===== src/rtl/svang_sqrt.sv =====
// Pipelined integer square root, one root bit per register stage.
module svang_sqrt #(
  parameter int N  = 24,
  parameter int SW = 16
) (
  input  logic           clk,
  input  logic           rst,
  input  logic           en,
  input  logic           in_valid,
  input  logic [2*N-1:0] in_rad,
  input  logic [SW-1:0]  in_side,
  output logic           out_valid,
  output logic [N-1:0]   out_root,
  output logic [SW-1:0]  out_side
);

  logic           v    [0:N-1];
  logic [2*N-1:0] rad  [0:N-1];
  logic [N+1:0]   rem  [0:N-1];
  logic [N-1:0]   root [0:N-1];
  logic [SW-1:0]  side [0:N-1];

  for (genvar g = 0; g < N; g++) begin : g_stage
    logic           p_v;
    logic [2*N-1:0] p_rad;
    logic [N+1:0]   p_rem;
    logic [N-1:0]   p_root;
    logic [SW-1:0]  p_side;
    logic [N+1:0]   remsh;
    logic [N+1:0]   trial;

    if (g == 0) begin : g_first
      assign p_v    = in_valid;
      assign p_rad  = in_rad;
      assign p_rem  = '0;
      assign p_root = '0;
      assign p_side = in_side;
    end else begin : g_next
      assign p_v    = v[g-1];
      assign p_rad  = rad[g-1];
      assign p_rem  = rem[g-1];
      assign p_root = root[g-1];
      assign p_side = side[g-1];
    end

    // bring down the next two radicand bits and try the next root bit
    assign remsh = {p_rem[N-1:0], p_rad[2*N-1:2*N-2]};
    assign trial = {p_root, 2'b01};

    always_ff @(posedge clk) begin
      if (rst) begin
        v[g] <= 1'b0;
      end else if (en) begin
        v[g] <= p_v;
      end
    end

    always_ff @(posedge clk) begin
      if (en) begin
        rad[g]  <= p_rad << 2;
        side[g] <= p_side;
        if (remsh >= trial) begin
          rem[g]  <= remsh - trial;
          root[g] <= {p_root[N-2:0], 1'b1};
        end else begin
          rem[g]  <= remsh;
          root[g] <= {p_root[N-2:0], 1'b0};
        end
      end
    end
  end

  assign out_valid = v[N-1];
  assign out_root  = root[N-1];
  assign out_side  = side[N-1];

endmodule


===== config.mk =====
export PLATFORM = sky130hd
export DESIGN_NAME = svang_sqrt
export DESIGN_NICKNAME = d
export VERILOG_FILES = /design/src/rtl/svang_sqrt.sv
export SDC_FILE = /design/constraint.sdc
export NUM_CORES = 2
export LEC_CHECK = 0
export ABC_AREA = 0
export BUFFER_PORTS_ARGS = -buffer_cell sky130_fd_sc_hd__buf_2
export CAP_MARGIN = 20
export CORE_MARGIN = 2
export CORE_UTILIZATION = 45
export DETAILED_ROUTE_END_ITERATION = 7
export PLACE_DENSITY = 0.7
export REMOVE_ABC_BUFFERS = 1
export SLEW_MARGIN = 20
export SYNTH_ARGS = -nofsm -noshare
export SYNTH_HDL_FRONTEND = slang
export SYNTH_SLANG_ARGS = --single-unit

===== constraint.sdc =====
create_clock -name clk -period 7.6 [get_ports clk]
set_clock_uncertainty 0.1 [all_clocks]
set_input_delay 0.38 -clock clk [delete_from_list [all_inputs] [get_ports clk]]
set_output_delay 0.38 -clock clk [all_outputs]
set_load 0.1 [all_outputs]

==> key figures <==
Pwr
  – Final Power: 26.1 mW
  – P per Cell Area: 302 mW/mm^2
  – Leak: 32.2 nW
  – Worst IR Drop VDD: 0.245 mV

Synthesis
  – Largest area contributor in the netlist: edfxtp_1
  – Synth cell count leaders: 1,781 x edfxtp_1, 404 x inv_1, 326 x ha_1, 294 x nand2_1, 259 x nor2_1
  – Synth Area in Compound Gates: 7.39%
  – Area contributors post-synth: edfxtp_1 70%, ha_1 5.3%, xnor2_1 2.4%, xor2_1 2.3%, inv_1 2.0%
  – Post-synthesis mux area share: 1.66%
  – Post-Synth Simple-Gate Area: 8.53%
  – Synthesized area: 0.0767 sq mm
  – Sequential area share after synthesis: 69.8%
  – Post-Synth XOR/XNOR Area: 4.72%
  – Cell variety after synth: 82
  – Share of flip-flops with an asynchronous set or reset: 0%
  – Mean Syn Cell Area: 14.4 sq um
  – Synth Instances: 5,324
  – Yosys warns: 0
  – Yosys reg bits: 1,782
  – Post-synthesis adder-cell area fraction: 5.32%
  – Main synth FF type: edfxtp_1
  – Synth top area share: 69.8%
  – Main combinational cell family by area after synthesis: simple AND/OR/NAND/NOR gates
  – Most common cell in the synthesized netlist: edfxtp_1
  – Number of flops mapped to enable cells by yosys: 1,781

Clock network
  – CTS tree: built
  – Clock H-tree levels: 4
  – Cts bufs inserted: 187
  – Post-CTS resize count: 0
  – CTS max path bufs: 3
  – Root buffer cell: clkbuf_16
  – Clock insertion delay at the later pin of the skew report: 0.82 ns
  – CTS Sinks: 1,782
  – Clock-pin slew of the registers on the worst-case setup and hold paths: 0.06 ns

Global route
  – Global-route wire length before repair: 222 mm
  – Vias in the first global route: 41,500
  – Met2 usage: 27.5%
  – Busiest grt layer: met2
  – GRT overflow: 0
  – Pin count of the biggest net entering global routing: 183
  – GR Layer Usage met3: 2.65%
  – Antenna violations before repair: 1
  – Global Route met1 Usage: 20.2%
  – Total track usage: 16.0%

Timing
  – Setup TNS: 0 ns
  – Max Clock Freq: 244 MHz
  – RSZ-0062 raised after global routing: no
  – Tmin final: 4.10 ns
  – Final worst slack: 3.50 ns
  – Pins over their slew limit: 0
  – Final period utilization: 53.9%
  – Hold Vio Cnt, Final: 0
  – Slew margin rel.: 24.9%
  – Worst hold slack: 0.0132 ns
  – Worst Max-Slew Pin Slew: 1.13 ns
  – Final setup fails: 0

Placement
  – Port Buf Inserts: 108
  – Placed Area: 0.0799 sq mm
  – Dpl cells: 7,564
  – Routability cong.: 0.906
  – DP Wirelength: 94.6 mm
  – Post-Place Setup Slack: 3.58 ns

Route
  – DR vias: 42,000
  – DRC: 0
  – Initial DRT Pass Iterations: 6
  – Detailed Route Iter0 Violations: 3,340
  – Routed vias/inst: 5.27
  – WL per Instance: 17.5 um
  – Drt total wl: 139 mm
  – Final ANT Viol Nets: 0

Critical path
  – CP Buf/Inv Count: 0
  – CP delay by family, top: compound AO/OA/AOI/OAI gates
  – Critical path, cell by cell: ha_1 > o21ai_0 > a21oi_1 > o41a_1 > nand3b_1 > a21boi_0 > a21oi_1 > o211a_1 > mux2_2
  – CP max stage cell: o211a_1
  – CP Launch Type: flip-flop
  – Critical path startpoint: rem[5][1]
  – CP endpoint kind: flip-flop
  – Setup CP Type: flip-flop to flip-flop
  – Cells on worst reg2reg path: 9
  – Crit path DAT: 4.54 ns
  – Critical path required time: 8.05 ns
  – Reg2reg setup slack: 3.50 ns
  – CP most frequent cell: a21oi_1
  – Crit path largest cell delay: 0.95 ns
  – R2R Path End: rem[5][28]
  – FF-to-FF Start: rem[5][1]
  – CP Max Fanout: 23

Finish
  – Area grow syn2layout: 12.9%
  – Post-Layout Cell Count: 7,976
  – FF/Latch Area: 0.0535 sq mm
  – Utilization after layout: 51.2%
  – FILL cells: 14,100
  – Final nets: 5,996
  – Layout cells sized above 1: 10.0%
  – Area occupied by multi-input gates: 0.0212 sq mm
  – Post-route cell area: 0.0866 sq mm
  – Ant diodes: 0

Flow run
  – Max Cap Viol: 0

Die
  – Die area: 0.174 sq mm
  – Die Width: 417 um
  – Die Span Y: 417 um
  – Core region area: 0.169 sq mm
  – I/O Pins: 109
  – Starting Density: 45.3%
  – Row cnt: 151

Run status
  – Status: complete, no violations

Min path
  – Worst hold start: rst
  – Worst hold endpoint: v[0][0]
  – Hold path depth: 3
  – Tightest Hold Check Type: input port to flip-flop
## worst max path at each step
stage | end | cells past startpoint
after detailed placement | rem[5][33] | 9
after global routing | rem[5][31] | 10
after global placement | rem[4][74] | 10
after floorplan | rem[3][74] | 9
after CTS | rem[5][29] | 9
final | rem[5][28] | 9
## cell usage in the layout, fill, tap and decap left out, drive strengths merged, types with 16 or more instances in the layout
| cell type | n |
|---|---|
| nand4 | 46 |
| nor2b | 46 |
| nor2 | 259 |
| and3 | 18 |
| nand3b | 16 |
| nand3 | 74 |
| o211ai | 20 |
| nor3 | 134 |
| nand2 | 294 |
| o21a | 76 |
| mux2 | 100 |
| clkinv | 87 |
| o31ai | 25 |
| o21ai | 245 |
| clkbuf | 226 |
| or2 | 30 |
| a21oi | 233 |
| dlygate4sd3 | 67 |
| inv | 411 |
| edfxtp | 1781 |
| ha | 326 |
| xnor2 | 212 |
| a211oi | 30 |
| xor2 | 201 |
| a31oi | 36 |
| o21bai | 19 |
| a21boi | 16 |
| bufinv | 17 |
| nand2b | 70 |
| or4 | 25 |
| and2 | 52 |
| nor4 | 77 |
| buf | 141 |
| or3 | 61 |
| nor4b | 20 |
| a21o | 96 |
## state kept, by name, summed over array words and instances (netlist names)
register  count
rad         552
v            24
rem         522
root        300
side        384
## layer usage
layer	wire [um]	vias up
met4	4290	2
met3	5610	286
met2	69800	880
met1	59700	20400
li1	-	20500
met5	20	-
## cell type report
cell class,instances,area share (%)
inverters,405,1.76
clock buffers,226,5.62
flip-flops and latches,1782,61.8
well taps,2218,3.20
multi-input cells,3018,24.5
clock inverters,119,1.35
repair buffers,208,1.77
## power by group
part	total, mW	switching, mW	internal (mW)
clock	8.93	3.77	5.16
combinational	4.37	2.48	1.89
sequential	12.9	0.654	12.2
total	26.1	6.90	19.2
## logic make-up after synthesis
logic type / count (synthesis)
mux: 115
simple gates: 1265
buf+inv: 524
flops: 1782
compound gates: 899
xor+xnor: 413
fa+ha+maj: 326
## timing repair
action / 4_1_cts / 5_1_grt
endpoints found under the hold margin: 153 / 0
hold buffers: 67 / 0
buffers inserted: 0 / 0
## worst reg2reg max path, delay by kind of cell, from the launching register on
family	cells	cell delay (ns)
DFF	1	0.40
muxes	1	0.43
and+or+nand+nor	1	0.21
AOI/OAI and AO/OA	6	2.33
adders and majority gates	1	0.37
No activity file was read; power rests on OpenSTA's default activity.
